==> src/hdl/ctmm_ram.sv <==
`default_nettype none
// ============================================================================
// ctmm_ram
// simple dual-port ram, one write and one registered read per cycle
// ============================================================================
module ctmm_ram #(
    parameter int WIDTH = 8,
    parameter int DEPTH = 4
) (
    input  wire logic                     i_clk,
    input  wire logic                     i_wr_en,
    input  wire logic [$clog2(DEPTH)-1:0] i_wr_addr,
    input  wire logic [WIDTH-1:0]         i_wr_data,
    input  wire logic [$clog2(DEPTH)-1:0] i_rd_addr,
    output logic      [WIDTH-1:0]         o_rd_data
);

    logic [WIDTH-1:0] r_mem [DEPTH];

    // read returns the old contents on a same-address write
    always_ff @(posedge i_clk) begin
        if (i_wr_en) begin
            r_mem[i_wr_addr] <= i_wr_data;
        end
        o_rd_data <= r_mem[i_rd_addr];
    end

endmodule
`default_nettype wire

==> config.mk <==
export PLATFORM = sky130hd
export DESIGN_NAME = ctmm_ram
export DESIGN_NICKNAME = d
export VERILOG_FILES = /design/src/hdl/ctmm_ram.sv
export SDC_FILE = /design/constraint.sdc
export NUM_CORES = 1
export LEC_CHECK = 0
export BUFFER_PORTS_ARGS = -buffer_cell sky130_fd_sc_hd__buf_2
export CAP_MARGIN = 20
export CORE_ASPECT_RATIO = 1.2
export CORE_MARGIN = 5
export CORE_UTILIZATION = 61
export CTS_BUF_LIST = sky130_fd_sc_hd__clkbuf_4
export DETAILED_ROUTE_END_ITERATION = 7
export PLACE_DENSITY = 0.85
export REMOVE_ABC_BUFFERS = 1
export SYNTH_ARGS = -nofsm -noshare
export SYNTH_HDL_FRONTEND = slang
export SYNTH_SLANG_ARGS = --single-unit
==> constraint.sdc <==
create_clock -name i_clk -period 4.35 [get_ports i_clk]
set_input_delay 1.0875 -clock i_clk [delete_from_list [all_inputs] [get_ports i_clk]]
set_output_delay 1.0875 -clock i_clk [all_outputs]
set_load 0.1 [all_outputs]
==> results_dict.tcl <==
set metrics [dict create \
    layout_setup_ws_ns 2.188 \
    seq_area_frac_synth 0.8312 \
    finalCriticalPeriod_ns 2.162 \
    gp_congestion 0.6497 \
    path_max_fanout 1 \
    leakagePower_nw 0.5668 \
    netlist_area_um2 1349 \
    synth.distinct_cells 8 \
    syn_to_final_growth_pct 15.68 \
    r2r_slack_ns 3.37 \
    crit_arrival_ns 1.07 \
    cts-root-buf "clkbuf_4" \
    htreeDepth 2 \
    synth-edff-count 32 \
    fp.dieH_um 61.51 \
    cts_buffers 5 \
    tightest_slew_ns 0.4859 \
    use_met3 0.07264 \
    tns_ns 0 \
    cts_hold_buffers 0 \
    drv_cap 0 \
    crit_path_max_incr_delay_ns 0.41 \
    portBuffers 21 \
    final_max_slew_viol_count 0 \
    vias 603 \
    antenna_found_initial 0 \
    pre_cts_ws_ns 1.784 \
    synth_flop_cell "edfxtp_1" \
    fin_crit_sh 0.4970 \
    synthArstFlopShare 0 \
    seq_area_um2 1121 \
    nFillCells 121 \
    row_count 18 \
    grt_pass1_wl_um 2925 \
    rsz0062_at_grt "no" \
    synth_top_cell_by_area "edfxtp_1" \
    yosys_warnings 0 \
    postRouteAntennaNets 0 \
    grt.overflow.total 0 \
    final_hold_viol_count 0 \
    drc 0 \
    drive_gt1_frac 0.4634 \
    met1_usage 0.1477 \
    multiInputGateArea_um2 211.5 \
    netlist.area_leader.share 0.7124 \
    track_usage 0.1437 \
    synthCells 54 \
    clock_skew_ns 0.01453 \
    fmax_mhz 462.5 \
    initial_core_util 0.6440 \
    top_usage_layer "met2" \
    cts_setup_buffers 0 \
    core_um2 2095 \
    grt_max_degree 13 \
    layout.nets 95 \
    die_w_um 52.93 \
    worst-setup-path-type "reg -> out" \
    ios 22 \
    first_global_vias 641 \
    ctsResizeCount 0 \
    clk_latency_ns 0.34 \
    cts.reportedPaths.clkPinSlew_ns 0.11 \
    yosys-top-cells-count "32 x edfxtp_1, 8 x dfxtp_1, 8 x mux4_2" \
    num_antenna_cells 0 \
    ir_drop_uv 382.5 \
    power_density_nw_per_um2 492.3 \
    wirelength_um 1797 \
    wl_per_cell_um 16.04 \
    firstDrtPassIters 4 \
    relSlewSlack 0.6783 \
    min-delay-path-class "reg -> reg" \
    cts.path.max_buffers 2 \
    crit_path_start_kind "register" \
    crit_path_end_kind "output port" \
    ys_ff_latch 40 \
    required_ns 3.26 \
    yosysMostFrequentCell "edfxtp_1" \
    drtIter0Drc 5 \
    cts_tree "built" \
    use_met2 0.2340 \
    critPathBufInv 1 \
    synthTopCellsByArea "edfxtp_1 71%, mux4_2 13%, dfxtp_1 12%, and3b_1 1.3%, buf_6 0.83%" \
    synth.avg_cell_area_um2 24.98 \
    cp_cell_sequence "buf_2" \
    via_per_inst 5.384 \
    design.die.area_um2 3255 \
    setup_violations 0 \
    cts.sinks 40 \
    status "finished, final reports clean" \
    critPathSlowestCell "buf_2" \
    crit_family "buffers and inverters" \
]
-- cells in the final DEF, fill, tap and decap left out --
cell type	n
mux4_2	8
nor3b_1	1
clkbuf_4	6
edfxtp_1	32
buf_2	22
dfxtp_1	8
bufinv_16	1
and3b_1	2
clkinv_2	1
and3_1	1
-- area by class of cell --
| class | count | share of cell area |
|---|---|---|
| clock buffers | 6 | 0.02887 |
| clock inverters | 2 | 0.02245 |
| multi-input cells | 12 | 0.1355 |
| flip-flops and latches | 40 | 0.7185 |
| well taps | 30 | 0.02406 |
| repair buffers | 22 | 0.07057 |
-- cells by family (layout without fill, tap and decap cells) --
family	after synthesis	after routing	share of synthesized area
simple gates	4	4	0.02320
buf+inv	2	30	0.01206
mux	8	8	0.1336
flops	40	40	0.8312
-- routing by layer --
layer	routed length [um]	up-vias
met2	973	20
li1	-	280
met3	130	4
met1	658	299
met4	36	0
met5	0	-
-- power by group --
group / switching (mW) / internal [mW]
Clock: 0.109 / 0.127
Sequential: 0.00433 / 0.436
Combinational: 0.0710 / 0.0210
Total: 0.185 / 0.583
-- flip-flops by register name, summed over array words and instances (netlist names) --
signal	flops
o_rd_data	8
r_mem	32
-- path summary, 6_finish.rpt --
| check | startpoint | to | cells after the start |
|---|---|---|---|
| setup reg to reg | r_mem[3][3]$_DFFE_PP_ | o_rd_data[3]$_DFF_P_ | 1 |
| hold reg to reg | r_mem[3][5]$_DFFE_PP_ | o_rd_data[5]$_DFF_P_ | 1 |
| hold / removal | r_mem[3][5]$_DFFE_PP_ | o_rd_data[5]$_DFF_P_ | 1 |
| setup / recovery | o_rd_data[1]$_DFF_P_ | o_rd_data[1] | 1 |
-- through the flow --
stage                     hold WS, ns  power [mW]    util  instances  area (um2)
final                          0.5551      0.7681  0.7449        112        1560
after global routing           0.5864      0.7998  0.7449        112        1560
after CTS                      0.5623      0.7724  0.7425        111        1555
after detailed placement       0.5407      0.5418  0.7043        103        1475
after global placement         0.5362      0.5389  0.7043        103        1475
after floorplan                0.5322      0.5183       -         52        1333
(Power assumes the default switching activity.)
