File: src/hdl/ctmm_pkg.sv
`default_nettype none
// ============================================================================
// ctmm_pkg
// shared types and codes of the channel min/max/step tracker
// ============================================================================
package ctmm_pkg;

    // channel field width on the stream
    localparam int CHAN_BITS    = 6;
    // configuration register index width
    localparam int CFG_IDX_BITS = 1;

    // configuration register indexes
    typedef enum logic [CFG_IDX_BITS-1:0] {
        CFG_CHAN_MASK = 1'b0,
        CFG_GAIN_MASK = 1'b1
    } t_cfg_reg;

    // request kinds
    typedef enum logic {
        OP_SAMPLE = 1'b0,
        OP_READ   = 1'b1
    } t_op;

    // control of the update stage
    typedef struct packed {
        t_op  op;
        logic pair_on;
        logic entry_valid;
    } t_stage_ctrl;

endpackage
`default_nettype wire

File: src/hdl/ctmm_update.sv
`default_nettype none
// ============================================================================
// ctmm_update
// statistics update of one entry and read result formatting
// ============================================================================
module ctmm_update #(
    parameter int SAMPLE_BITS = 12,
    parameter int COUNT_BITS  = 32
) (
    input  wire ctmm_pkg::t_stage_ctrl              i_ctrl,
    input  wire logic [SAMPLE_BITS-1:0]             i_value,
    input  wire logic [3*SAMPLE_BITS+COUNT_BITS-1:0] i_word,
    output logic      [3*SAMPLE_BITS+COUNT_BITS-1:0] o_word,
    // result: min, max, count, enable flag from the lowest bit up
    output logic      [2*SAMPLE_BITS+COUNT_BITS+2:0] o_result
);
    import ctmm_pkg::*;

    localparam int S  = SAMPLE_BITS;
    localparam int OW = SAMPLE_BITS + 1;

    logic [S-1:0]          w_min;
    logic [S-1:0]          w_max;
    logic [S-1:0]          w_prev;
    logic [COUNT_BITS-1:0] w_cnt;
    logic [S-1:0]          n_min;
    logic [S-1:0]          n_max;
    logic [COUNT_BITS-1:0] n_cnt;
    logic [OW-1:0]         w_res_min;
    logic [OW-1:0]         w_res_max;
    logic [COUNT_BITS-1:0] w_res_cnt;
    logic                  w_res_en;

    assign w_min  = i_word[S-1:0];
    assign w_max  = i_word[2*S-1:S];
    assign w_prev = i_word[3*S-1:2*S];
    assign w_cnt  = i_word[3*S+COUNT_BITS-1:3*S];

    // new entry after a sample
    always_comb begin
        if (!i_ctrl.entry_valid) begin
            // first sample of the pair always counts as a change
            n_min = i_value;
            n_max = i_value;
            n_cnt = COUNT_BITS'(1);
        end else begin
            n_min = (i_value < w_min) ? i_value : w_min;
            n_max = (i_value > w_max) ? i_value : w_max;
            if ((i_value != w_prev) && (w_cnt != {COUNT_BITS{1'b1}})) begin
                n_cnt = w_cnt + COUNT_BITS'(1);
            end else begin
                n_cnt = w_cnt;
            end
        end
    end

    assign o_word = {n_cnt, i_value, n_max, n_min};

    // read result
    always_comb begin
        if (!i_ctrl.pair_on) begin
            w_res_min = '0;
            w_res_max = '0;
            w_res_cnt = '0;
            w_res_en  = 1'b0;
        end else if (!i_ctrl.entry_valid) begin
            // no samples yet
            w_res_min = '1;
            w_res_max = '1;
            w_res_cnt = '0;
            w_res_en  = 1'b1;
        end else begin
            w_res_min = {1'b0, w_min};
            w_res_max = {1'b0, w_max};
            w_res_cnt = w_cnt;
            w_res_en  = 1'b1;
        end
    end

    assign o_result = {w_res_en, w_res_cnt, w_res_max, w_res_min};

endmodule
`default_nettype wire

File: config.mk
export PLATFORM = sky130hd
export DESIGN_NAME = ctmm_update
export DESIGN_NICKNAME = d
export VERILOG_FILES = /design/src/hdl/ctmm_pkg.sv /design/src/hdl/ctmm_update.sv
export SDC_FILE = /design/constraint.sdc
export NUM_CORES = 1
export LEC_CHECK = 0
export ABC_AREA = 1
export BUFFER_PORTS_ARGS = -buffer_cell sky130_fd_sc_hd__buf_2
export CAP_MARGIN = 20
export CORE_MARGIN = 4
export CORE_UTILIZATION = 45
export DETAILED_ROUTE_END_ITERATION = 10
export PLACE_DENSITY = 0.83
export SETUP_SLACK_MARGIN = 0.2
export SYNTH_ARGS = -nofsm -noshare
export SYNTH_HDL_FRONTEND = slang
export SYNTH_SLANG_ARGS = --single-unit
File: constraint.sdc
create_clock -name vclk -period 2.73
set_clock_uncertainty 0.05 [all_clocks]
set_input_delay 0.4095 -clock vclk [all_inputs]
set_output_delay 0.4095 -clock vclk [all_outputs]
set_load 0.02 [all_outputs]
==> results.yml, run 1 <==
worst_setup_path:
  critPathArrivalTime_ps: 2020
  crit_chain: "buf_2 > inv_1 > ha_4 > nand2_1 > nor2_1 > and2_4 > nand4_1 > nand2_4 > clkbuf_16 > nand3_1 > nand2_1 > inv_1 > buf_2"
  crit_type: "in2out"
  cp-start-kind: "primary input"
  crit_slowest_cell: "ha_4"
  max_stage_delay_ps: 290
  required_ps: 2270
  end_kind: "output pin"
  cp_max_fo: 6
final_layout:
  fillers: 723
  drive_above_1_share_pct: 29.34
  seq_cell_count: 0
  nets: 978
  antennaDiodeCount: 0
  areaGrowthSynthToFinish_pct: 41.50
  clock_buffers: 0
  postLayoutCoreUtil_pct: 65.57
  fin_cells: 965
  ff_latch_area_um2: 0
synthesis:
  seq_area_frac_synth_pct: 0
  yosys-mux-area-fraction_pct: 0
  ys_top_cells_by_area: "nand2_1, nand3_1, inv_1, nor2_1, a21oi_1"
  synth_cell_type_count: 25
  synth_top_family_by_area: "simple AND/OR/NAND/NOR gates"
  synth_xor_area_share_pct: 4.150
  synthAdderAreaFrac_pct: 9.486
  synth_compound_area_share_pct: 11.38
  synth_top_area_cell: "nand2_1"
  syn_area_um2: 3166
  netlist_instances: 680
  avgSynthCellArea_um2: 4.655
  syn_nets: 787
  synth_top_area_share_pct: 28.93
  yosys.area_share.simple_pct: 55.61
  yosysWarnings: 0
timing:
  setup_viol: 0
  finalHoldViolations: 0
  tightest_slew_ps: 748.7
  max_clock_freq_mhz: 403.9
  fin_ws_ps: 254.4
  rsz0062_at_grt: "yes"
  min_period_ps: 2476
  setup_tns_ps: 0
  period_share_pct: 90.68
  maxSlewHeadroom_pct: 50.03
  finalMaxSlewViolations: 0
die:
  io_pins: 210
  rows: 30
  core-area_um2: 6832
  fp.dieH_um: 91.87
  die_width_um: 91.87
  dieArea_um2: 8440
  start_util_pct: 46.34
route:
  drcViolationCount: 0
  routed_wl_mm: 13.24
  antenna_left: 0
  drt-vias-per-instance: 5.118
  drtIter0Drc: 445
  vias: 4939
  avgRoutedWirePerCell_um: 13.72
  dr.pass1.iters: 6
placed_design:
  place_hpwl_mm: 10.06
  gp_congestion: 0.9823
  pre_cts_ws_ps: 126.8
  placed_cells: 956
  numPortBuffers: 209
run:
  drv_cap: 0
grt:
  grt_max_degree: 38
  grt_pass1_vias: 4166
  grt_pass1_wl_mm: 19.55
  grt_overflow: 0
  antenna_found_initial: 0
  gr-usage-all-layers_pct: 27.07
worst_hold_path:
  min_path_cells: 2
  min_path_type: "in2out"
power_and_ir_drop:
  powerDensity_nw_per_um2: 177.0
  ir_worst_vdd_mv: 0.1730
  leakage_nw: 2.837
  finalPower_mw: 0.7929
run_status:
  status: "finished, final reports clean"
==> cell usage in the layout (no fill, tap or decap), types with 4 or more instances in the layout <==
| master | count |
|---|---|
| inv_1 | 101 |
| nand2_4 | 5 |
| a21oi_1 | 59 |
| buf_2 | 202 |
| ha_1 | 19 |
| ha_4 | 4 |
| o21ai_0 | 9 |
| xor2_1 | 9 |
| nand2_1 | 239 |
| xnor2_1 | 6 |
| nor2_1 | 90 |
| nor2_2 | 4 |
| buf_4 | 17 |
| nand3_1 | 76 |
==> final cells by class <==
class | count | area [um^2] | share of cell area, %
inverters | 102 | 385.4 | 8.603
multi-input cells | 539 | 2698 | 60.22
well taps | 96 | 120.1 | 2.682
repair buffers | 228 | 1276 | 28.49
==> metrics by stage <==
stage,hold WS (ps),cell area [um^2]
after floorplan,881.6,3166
after global placement,1036,4204
after detailed placement,1041,4204
after CTS,1041,4218
after global routing,1052,4479
final,1039,4479
==> cells in the mapped netlist, drive strengths merged <==
cell	count
a21oi	60
and2	1
buf	19
clkbuf	22
ha	24
inv	102
nand2	246
nand3	79
nand3b	1
nand4	3
nor2	96
nor2b	1
o21a	1
o21ai	9
o21bai	1
xnor2	6
xor2	9
==> metal layers <==
metal | routed length (um) | GRT usage [%] | share of wire, % | up-vias
met5 | 0 | 0 | 0 | -
met4 | 343 | 7.426 | 2.6 | 0
met3 | 1184 | 2.543 | 8.9 | 33
met2 | 6438 | 47.32 | 49 | 282
met1 | 5269 | 35.25 | 40 | 2139
li1 | - | - | - | 2485
==> logic make-up (layout without fill, tap and decap cells) <==
family                     count (synthesis)  in the layout
and+or+nand+nor                          427            429
buffers and inverters                    143            330
adders and majority gates                 24             24
xor gates and xnor gates                  15             15
AOI/OAI and AO/OA                         71             71
==> path summary, 6_finish.rpt <==
check / to / from / slack [ps]
min: o_result[58] / i_ctrl[1] / 1040
max: o_word[21] / i_word[17] / 250
==> critical path: cells and delay by family <==
family	cells	cell delay (ps)
fa+ha+maj	1	290
buf+inv	5	510
simple gates	7	790
==> power by group <==
group	internal (mW)	switching (mW)	leakage [nW]
clock	0	0	0
combinational	0.277	0.515	2.84
sequential	0	0	0
total	0.277	0.515	2.84
==> timing repair <==
action / 4_1_cts / 5_1_grt
endpoints found under the setup margin: 19 / 54
gates cloned: 0 / 4
pin swaps: 0 / 6
gates resized for setup: 3 / 38
endpoints found under the hold margin: 0 / 0
setup buffers: 0 / 5
hold buffers: 0 / 0
Power figures use the tool's default switching activity.
==> inputs of run 2 (changes only) <==
--- a/config.mk
+++ b/config.mk
@@ -11,7 +11,7 @@
 export CORE_MARGIN = 4
 export CORE_UTILIZATION = 45
 export DETAILED_ROUTE_END_ITERATION = 10
-export PLACE_DENSITY = 0.83
+export PLACE_DENSITY = 0.95
 export SETUP_SLACK_MARGIN = 0.2
 export SYNTH_ARGS = -nofsm -noshare
 export SYNTH_HDL_FRONTEND = slang
==> run 2 against run 1 <==
  * Via count grew 2.8%
  * Non-clock buffer count is 5 lower
  * Setup slack lost 31 ps
  * Critical path type unchanged
==> results.yml, run 2 (synthesis gave the netlist of run 1 again) <==
worst_setup_path:
  critPathArrivalTime_ps: 2050
  required_ps: 2270
  crit_type: "in2out"
  end_kind: "output pin"
  cp-start-kind: "primary input"
  cp_max_fo: 8
final_layout:
  seq_cell_count: 0
  layout_common_cells: "nand2_1, buf_2, inv_1"
  areaGrowthSynthToFinish_pct: 40.55
  antennaDiodeCount: 0
  drive_above_1_share_pct: 28.79
  postLayoutCoreUtil_pct: 65.13
  ff_latch_area_um2: 0
  nets: 974
  final_common_cell: "nand2_1"
  clock_buffers: 0
timing:
  tightest_slew_ps: 779.0
  setup_tns_ps: 0
  max_clock_freq_mhz: 399.0
  rsz0062_at_grt: "yes"
  min_period_ps: 2506
  period_share_pct: 91.80
  maxSlewHeadroom_pct: 48.01
  finalMaxSlewViolations: 0
  finalHoldViolations: 0
  setup_viol: 0
power_and_ir_drop:
  p_sw_mw: 0.5099
  leakage_nw: 2.830
  p_int_mw: 0.2666
  seq_power_share_pct: 0
  pwr-share-clk_pct: 0
  combPwrFrac_pct: 100.0
  swShare_pct: 65.66
  powerDensity_nw_per_um2: 174.5
  ir_worst_vdd_mv: 0.1683
grt:
  grt_pass1_wl_mm: 19.78
  gr-usage-all-layers_pct: 27.13
  grt_max_degree: 34
  grt_pass1_vias: 4262
  grt_overflow: 0
  antenna_found_initial: 0
run_status:
  status: "finished, final reports clean"
route:
  vias: 5075
  routed_wl_mm: 13.42
  avgRoutedWirePerCell_um: 13.97
  drtIter0Drc: 496
  dr.pass1.iters: 8
  drcViolationCount: 0
  antenna_left: 0
  drt-vias-per-instance: 5.281
die:
  die_width_um: 91.87
  core-area_um2: 6832
  rows: 30
  fp.dieH_um: 91.87
  start_util_pct: 46.34
  dieArea_um2: 8440
  io_pins: 210
placed_design:
  numPortBuffers: 209
  gp_congestion: 0.9972
  place_hpwl_mm: 9.964
worst_hold_path:
  min_path_cells: 2
  min_path_type: "in2out"
clock_network:
  cts-hold-fix-buffers: 0
run:
  drv_cap: 0
[run 2: cell types whose count changed in the layout (fill, tap and decap cells not counted), moves of 2 or more]
cell	before	now
buf_4	17	10
ha_1	19	21
buf_12	3	1
buf_2	202	205
clkbuf_16	1	3
nand3_2	2	0
[run 2: worst max-delay path: stages]
cell and delay (ps):
clkbuf_4 170, ha_4 160, nand3_4 90, inv_4 90, nand2_4 80, nor2_4 130
nand3b_4 260, nand2_8 170, nand2_1 80, a21oi_1 200, buf_2 210
[run 2: worst paths after layout]
check             slack [ps]        from      endpoint
setup / recovery         220  i_word[36]    o_word[55]
hold / removal          1040   i_ctrl[1]  o_result[58]
[run 2: timing repair]
item,CTS,global route
setup buffers,0,2
setup endpoints to repair,12,56
gates resized for setup,3,32
cloned,0,6
hold endpoints to repair,0,0
pin swaps,0,5
[run 2: area by class of cell]
class              count  area [um^2]
repair buffers       223         1241
well taps             96        120.1
inverters            102        385.4
fillers              658         2382
multi-input cells    540         2703
[run 2: per-layer routing]
metal  global-route usage (%)  vias up  share of wire [%]
met4                    6.188        0                4.2
met1                    35.69     2170                 39
li1                         -     2470                  -
met5                        0        -                  0
met3                    2.461       65                 10
met2                    47.69      370                 46
[run 2: stage by stage]
step                instance area, um^2  hold WS [ps]  cells  worst slack [ps]  power [mW]
CTS                                4184          1048    953             222.9      0.7299
floorplan                          3166         881.6    680             469.1      0.4571
detailed placement                 4169          1048    953             138.2      0.7261
global route                       4449          1052    961             159.7      0.8470
finish                             4449          1045    961             223.8      0.7765
global placement                   4169          1048    953             162.3      0.7144
[run 2: power by group through the flow]
stage	Clock (mW)	Sequential [mW]	Combinational (mW)
final	0	0	0.776
after global routing	0	0	0.847
after CTS	0	0	0.730
after detailed placement	0	0	0.726
after global placement	0	0	0.714
after floorplan	0	0	0.457
