## config.mk

```make
export PLATFORM = sky130hd
export DESIGN_NAME = ctmm_out_fifo
export DESIGN_NICKNAME = d
export VERILOG_FILES = /design/src/hdl/ctmm_out_fifo.sv
export SDC_FILE = /design/constraint.sdc
export NUM_CORES = 1
export LEC_CHECK = 0
export BUFFER_PORTS_ARGS = -buffer_cell sky130_fd_sc_hd__buf_2
export CAP_MARGIN = 20
export CORE_MARGIN = 8
export CORE_UTILIZATION = 52
export CTS_CLUSTER_SIZE = 25
export DETAILED_ROUTE_END_ITERATION = 7
export GPL_TIMING_DRIVEN = 1
export MAX_ROUTING_LAYER = met4
export PLACE_DENSITY_LB_ADDON = 0.1
export SLEW_MARGIN = 15
export SYNTH_ARGS = -nofsm -noshare
export SYNTH_HDL_FRONTEND = slang
export SYNTH_SLANG_ARGS = --single-unit
```

## constraint.sdc

```tcl
create_clock -name i_clk -period 3.15 [get_ports i_clk]
set_input_delay 0 -clock i_clk [delete_from_list [all_inputs] [get_ports i_clk]]
set_output_delay 0 -clock i_clk [all_outputs]
set_load 0.01 [all_outputs]
```

## src/hdl/ctmm_out_fifo.sv

```systemverilog
`default_nettype none
// ============================================================================
// ctmm_out_fifo
// two-entry result queue between the update stage and the output stream
// ============================================================================
module ctmm_out_fifo #(
    parameter int WIDTH = 8
) (
    input  wire logic             i_clk,
    input  wire logic             i_rst_n,
    input  wire logic             i_push,
    input  wire logic [WIDTH-1:0] i_data,
    input  wire logic             i_ready,
    output logic                  o_valid,
    output logic      [WIDTH-1:0] o_data,
    output logic      [1:0]       o_count
);

    logic [WIDTH-1:0] r_mem [2];
    logic             r_wr_ptr;
    logic             r_rd_ptr;
    logic [1:0]       r_cnt;
    logic             n_wr_ptr;
    logic             n_rd_ptr;
    logic [1:0]       n_cnt;
    logic             w_pop;

    assign w_pop = (r_cnt != 2'd0) && i_ready;

    always_comb begin
        n_wr_ptr = i_push ? ~r_wr_ptr : r_wr_ptr;
        n_rd_ptr = w_pop ? ~r_rd_ptr : r_rd_ptr;
        n_cnt    = r_cnt + {1'b0, i_push} - {1'b0, w_pop};
    end

    always_ff @(posedge i_clk) begin
        if (!i_rst_n) begin
            r_wr_ptr <= 1'b0;
            r_rd_ptr <= 1'b0;
            r_cnt    <= 2'd0;
        end else begin
            r_wr_ptr <= n_wr_ptr;
            r_rd_ptr <= n_rd_ptr;
            r_cnt    <= n_cnt;
        end
    end

    always_ff @(posedge i_clk) begin
        if (i_push) begin
            r_mem[r_wr_ptr] <= i_data;
        end
    end

    assign o_valid = (r_cnt != 2'd0);
    assign o_data  = r_mem[r_rd_ptr];
    assign o_count = r_cnt;

endmodule
`default_nettype wire

```

==> flow_metrics.env, run 1 <==
export IMPL_synth_compound_area_share_pct=1.99
export IMPL_yosys_cell_types_count=16
export IMPL_clock_latency_ns=0.29
export IMPL_yosysWarnings=0
export IMPL_power_density_nw_per_um2=659
export IMPL_fin_area_sq_um=1060
export IMPL_gp_congestion=0.658
export IMPL_first_pass_iters=6
export IMPL_antenna_found_initial=0
export IMPL_clock_sinks=21
export IMPL_hold_class="in2reg"
export IMPL_avgSynthCellArea_sq_um=17.4
export IMPL_synth_area_sq_um=817
export IMPL_wire_per_inst_um=15.2
export IMPL_path_clk_slew_ns=0.11
export IMPL_core_area_sq_um=1490
export IMPL_worstHoldStart="i_push"
export IMPL_grt_max_degree=12
export IMPL_yosys_area_top_type="edfxtp_1"
export IMPL_setup_ws_ns=1.70
export IMPL_slew_viol_final=0
export IMPL_cts_tree="done"
export IMPL_grt_pass1_wl_um=2300
export IMPL_setup_viol=0
export IMPL_synth_top_area_share_pct=58.8
export IMPL_die_w_um=55.6
export IMPL_synth_xor_area_share_pct=2.76
export IMPL_fin_cells=97
export IMPL_worst_hold_path_endpoint="r_wr_ptr"
export IMPL_min_path_cells=3
export IMPL_synth_seq_area_share_pct=71.1
export IMPL_finalClockSkew_ns=0.00858
export IMPL_start_kind="flop"
export IMPL_cp_end_kind="flop"
export IMPL_grt_usage_pct=9.29
export IMPL_pwr_share_seq_pct=51.5
export IMPL_drive_gt1_share_pct=44.4
export IMPL_cp_cell_sequence="o21a_2 -> ha_1 -> inv_1 -> ha_1 -> xnor3_1 -> nor2b_2"
export IMPL_crit_type="reg2reg"
export IMPL_path_max_fanout=4
export IMPL_clk_path_buf_depth=2
export IMPL_num_antenna_cells=0
export IMPL_overflow=0
export IMPL_cpPeakStageDelay_ns=0.36
export IMPL_synth_fa_ha_area_share_pct=3.06
export IMPL_cts_made_buffers=3
export IMPL_num_nets_final=96
export IMPL_final_hold_viol_count=0
export IMPL_maxCapViolations=0
export IMPL_switchingPower_w=0.000191
export IMPL_worst_pin_slew_ns=0.796
export IMPL_crit_buf_inv=1
export IMPL_dp_hpwl_um=1070
export IMPL_dp_cells=84
export IMPL_placed_area_sq_um=942
export IMPL_fin_crit_sh_pct=46.0
export IMPL_crit_family="adder cells"
export IMPL_syn_inst=47
export IMPL_dieArea_sq_um=3100
export IMPL_ioPinCount=23
export IMPL_power_frac_comb_pct=30.6
export IMPL_synth_simple_area_share_pct=6.13
export IMPL_syn_to_final_growth_pct=29.6
export IMPL_viasPerCell=5.15
export IMPL_crit_slowest_cell="dfxtp_1"
export IMPL_reg2reg_from="o_count[1]"
export IMPL_ys_flop_type="edfxtp_1"
export IMPL_drt_wl_total_um=1470
export IMPL_rr_worst_depth=6
export IMPL_initial_core_util_pct=54.9
export IMPL_p_int_w=0.000506
export IMPL_path_common_cell="ha_1"
export IMPL_post_cts_buffers=0
export IMPL_slew_limit_headroom_pct=46.8
export IMPL_grt_pass1_vias=532
export IMPL_routed_via_count=500
export IMPL_rows=14
export IMPL_synth_seq_cells=21
export IMPL_synthMuxAreaShare_pct=13.5
export IMPL_ir_worst_vdd_mv=0.373
export IMPL_synth_nets=61
export IMPL_cellLeakagePower_nw=0.434
export IMPL_drc=0
export IMPL_worstReg2RegEnd="o_count[1]"
export IMPL_fin_crit_ns=1.45
export IMPL_async_flop_share_pct=0
export IMPL_detail_route_antenna_nets=0
export IMPL_worstPathRequired_ns=3.39
export IMPL_die_h_um=55.6
export IMPL_synth_top_cells_by_count="edfxtp_1, mux2_2, dfxtp_1"
export IMPL_swShare_pct=27.4
export IMPL_first_iter_violations=5
export IMPL_cts_root_buf="clkbuf_4"
export IMPL_synth_edff_count=16
export IMPL_numPortBuffers=22
export IMPL_fmax_ghz=0.690
export IMPL_p_clk_share_pct=17.9
export IMPL_r2r_slack_ns=1.70
export IMPL_cp_data_arrival_time_ns=1.69
export IMPL_h_tree_depth=1
export IMPL_tns_ns=0
export IMPL_dp_slack_ns=1.72
export IMPL_synth_top_family_by_area="multiplexers"
export IMPL_outcome="complete, no violations"
export IMPL_final_util_pct=71.1
export IMPL_yosysMostFrequentCell="edfxtp_1"
export IMPL_yosys_top_cells_area="edfxtp_1, dfxtp_1, mux2_2"
export IMPL_rsz0062_at_grt="no"
## timing repair
| item | in CTS | in global routing |
|---|---|---|
| hold endpoints to repair | 19 | 0 |
| hold buffers | 9 | 0 |
| gates resized for setup | 0 | 0 |
## routing by layer
metal / part of all wire [%] / vias up / global-route usage [%]
met2: 54 / 14 / 17.0
met1: 41 / 243 / 9.44
met3: 3.9 / 2 / 2.74
met5: 0 / - / -
met4: 0.47 / 0 / 2.11
li1: - / 241 / -
## registers in the layout, summed over array words and instances (netlist names), named ones only
signal	count
r_mem	16
o_count	2
r_rd_ptr	1
r_wr_ptr	1
## metrics by stage
| stage | total power [W] | hold WS (ns) |
|---|---|---|
| CTS | 0.000705 | 0.0524 |
| global placement | 0.000568 | 0.188 |
| detailed placement | 0.000575 | 0.191 |
| finish | 0.000698 | 0.0458 |
| global route | 0.000733 | 0.0418 |
| floorplan | 0.000506 | 0.0989 |
## worst max-delay path by stage
| stage | start | end | slack (ns) | cells after the start |
|---|---|---|---|---|
| global route | o_count[1] | o_count[1] | 1.64 | 6 |
| floorplan | o_count[1] | o_count[1] | 1.74 | 6 |
| CTS | o_count[1] | o_count[1] | 1.69 | 6 |
| global placement | o_count[1] | o_count[1] | 1.75 | 6 |
| detailed placement | o_count[1] | o_count[1] | 1.72 | 6 |
| finish | o_count[1] | o_count[1] | 1.70 | 6 |
## power by group through the flow
stage / combinational [W] / sequential (W) / clock, W
final: 0.000213 / 0.000360 / 0.000125
after CTS: 0.000218 / 0.000360 / 0.000127
after floorplan: 0.000148 / 0.000358 / 0
after global routing: 0.000232 / 0.000364 / 0.000137
after detailed placement: 0.000209 / 0.000367 / 0
after global placement: 0.000204 / 0.000364 / 0
## placed cells by master (no fill, tap or decap)
cell type,instances
clkbuf_4,3
nor2b_1,2
inv_1,2
and2_1,2
dfxtp_1,5
clkbuf_1,1
o21a_2,1
buf_2,22
mux2i_1,2
nor2b_2,1
ha_1,2
or2_2,1
nand2_1,1
o21a_1,1
edfxtp_1,16
mux2_2,8
nand2b_1,1
xnor3_1,1
dlygate4sd3_1,9
## cell families (layout without fill, tap and decap cells)
logic type               after synthesis  after routing
flip-flops                            21             21
adder cells (fa/ha/maj)                2              2
XOR/XNOR                               1              1
AO/OA/AOI/OAI                          2              2
multiplexers                          10             10
AND/OR/NAND/NOR                        8              8
buffers and inverters                  3             37
## worst min-delay path: stages
cell and delay [ns]:
buf_2 0.11, nor2b_1 0.05, o21a_1 0.16
## area by class of cell
type | instances | area (sq um)
Sequential cell | 21 | 581
Multi-Input combinational cell | 23 | 224
Timing Repair Buffer | 31 | 200
Tap cell | 16 | 20.0
Clock buffer | 4 | 26.3
Fill cell | 100 | 430
Inverter | 2 | 7.51
(Power assumes the default switching activity.)
==> inputs of run 2 (changes only) <==
CORE_UTILIZATION = 48   (was 52)
clock period = 1.4 ns   (was 3.15 ns; I/O delays follow)
==> flow_metrics.env, run 2 (synthesis gave the netlist of run 1 again) <==
export IMPL_grt_pass1_wl_um=2460
export IMPL_rows=15
export IMPL_detail_route_antenna_nets=0
export IMPL_cts_made_buffers=3
export IMPL_fin_crit_sh_pct=96.0
export IMPL_clk_path_buf_depth=2
export IMPL_initial_core_util_pct=48.9
export IMPL_wl_met2_um=863
export IMPL_multiInputGateArea_sq_um=245
export IMPL_gp_congestion=0.655
export IMPL_rsz0062_at_grt="no"
export IMPL_cts_root_buf="clkbuf_4"
export IMPL_overflow=0
export IMPL_crit_slowest_cell="dfxtp_2"
export IMPL_regMostFlops="r_mem"
export IMPL_first_pass_iters=4
export IMPL_final_cell_mix="buf_2, edfxtp_1, dlygate4sd3_1, mux2_2, buf_4"
export IMPL_power_total_w=0.00169
export IMPL_routed_via_count=510
export IMPL_path_clk_slew_ns=0.11
export IMPL_fin_crit_ns=1.34
export IMPL_nFillCells=132
export IMPL_seq_area_sq_um=584
export IMPL_cts_tree="done"
export IMPL_antenna_found_initial=0
export IMPL_crit_type="reg2reg"
export IMPL_wl_met3_um=64
export IMPL_finalClockSkew_ns=0.00409
export IMPL_cp_data_arrival_time_ns=1.58
export IMPL_cpPeakStageDelay_ns=0.34
export IMPL_first_iter_violations=12
export IMPL_numPortBuffers=22
export IMPL_p_int_w=0.00123
export IMPL_worstPathRequired_ns=1.64
export IMPL_grt_max_degree=12
export IMPL_setup_viol=0
export IMPL_power_density_nw_per_um2=1510
export IMPL_final_hold_viol_count=0
export IMPL_die_w_um=57.3
export IMPL_viasPerCell=4.95
export IMPL_path_max_fanout=2
export IMPL_ioPinCount=23
export IMPL_fmax_ghz=0.744
export IMPL_die_h_um=57.3
export IMPL_tns_ns=0
export IMPL_outcome="complete, no violations"
export IMPL_wire_per_inst_um=15.0
export IMPL_core_area_sq_um=1670
export IMPL_cellLeakagePower_nw=0.459
export IMPL_slew_limit_headroom_pct=75.3
export IMPL_maxCapViolations=0
export IMPL_clock_latency_ns=0.29
export IMPL_cp_end_kind="flop"
export IMPL_cp_cell_sequence="o21a_4 -> ha_4 -> inv_2 -> ha_2 -> xnor3_1 -> nor2b_2"
export IMPL_drive_gt1_share_pct=54.7
export IMPL_num_antenna_cells=0
export IMPL_dieArea_sq_um=3280
export IMPL_drc=0
export IMPL_syn_to_final_growth_pct=37.4
export IMPL_swShare_pct=27.6
export IMPL_p_clk_share_pct=16.4
export IMPL_slew_viol_final=0
export IMPL_switchingPower_w=0.000467
export IMPL_wl_met1_um=582
export IMPL_power_frac_comb_pct=35.6
export IMPL_grt_pass1_vias=563
export IMPL_grt_usage_pct=10.3
export IMPL_hold_class="in2reg"
export IMPL_routed_top_layer="met4"
export IMPL_worst_pin_slew_ns=0.371
export IMPL_h_tree_depth=1
export IMPL_crit_family="adder cells"
export IMPL_drt_wl_total_um=1540
export IMPL_clock_sinks=21
export IMPL_start_kind="flop"
export IMPL_crit_buf_inv=1
export IMPL_pwr_share_seq_pct=48.0
export IMPL_ir_worst_vdd_mv=0.956
export IMPL_num_nets_final=101
export IMPL_largest_reg_flops=16
export IMPL_layout_commonest_cell="buf_2"
run 2: cell types whose count changed in the layout (fill, tap and decap cells not counted), sizes merged:
cell / previous run / this run
buf: 22 / 27
run 2: final cells by class:
class	count	share of cell area (%)
multi-input combinational	23	21.9
tap	17	1.90
inverter	2	0.669
sequential	21	52.1
timing repair buffer	36	21.2
clock buffer	4	2.34
run 2: worst paths after layout:
check / end / depth (start not counted) / slack, ns / from
min: r_wr_ptr / 3 / 0.07 / i_push
max: o_count[1] / 6 / 0.06 / o_count[1]
min reg2reg: flop / 2 / 0.49 / r_rd_ptr
max reg2reg: o_count[1] / 6 / 0.06 / o_count[1]
run 2: what timing repair did:
item | CTS | global route
endpoints found under the setup margin | 5 | 2
pin swaps | 0 | 1
hold buffers | 9 | 0
hold endpoints to repair | 19 | 0
setup buffers | 0 | 1
resized for setup | 1 | 6
run 2: metrics by stage:
| stage | hold WS, ns | setup WS, ns | instances | util [%] | cell area (sq um) |
|---|---|---|---|---|---|
| floorplan | 0.0989 | 0.00691 | 47 | - | 817 |
| global placement | 0.189 | 0.0569 | 89 | 58.3 | 973 |
| detailed placement | 0.193 | 0.0296 | 89 | 58.3 | 973 |
| CTS | 0.0620 | 0.00322 | 102 | 65.3 | 1090 |
| global route | 0.0662 | 0.00254 | 103 | 67.2 | 1120 |
| finish | 0.0698 | 0.0557 | 103 | 67.2 | 1120 |
run 2: worst reg2reg max path: cells and delay by family, from the launching register on:
family	cells	cell delay (ns)
buffers and inverters	1	0.03
xor gates and xnor gates	1	0.18
AOI/OAI and AO/OA	1	0.22
adders and majority gates	2	0.41
and+or+nand+nor	1	0.11
DFF	1	0.34
run 2: routing by layer:
| layer | vias up | track usage [%] |
|---|---|---|
| met2 | 13 | 19.5 |
| met3 | 4 | 3.36 |
| li1 | 246 | - |
| met1 | 247 | 8.32 |
| met4 | 0 | 6.43 |
| met5 | - | - |
run 2: power by group through the flow:
stage	Clock [W]	Combinational (W)	Sequential [W]
after floorplan	0	0.000334	0.000805
after global placement	0	0.000513	0.000813
after detailed placement	0	0.000524	0.000816
after CTS	0.000291	0.000545	0.000804
after global routing	0.000313	0.000662	0.000826
final	0.000277	0.000603	0.000813
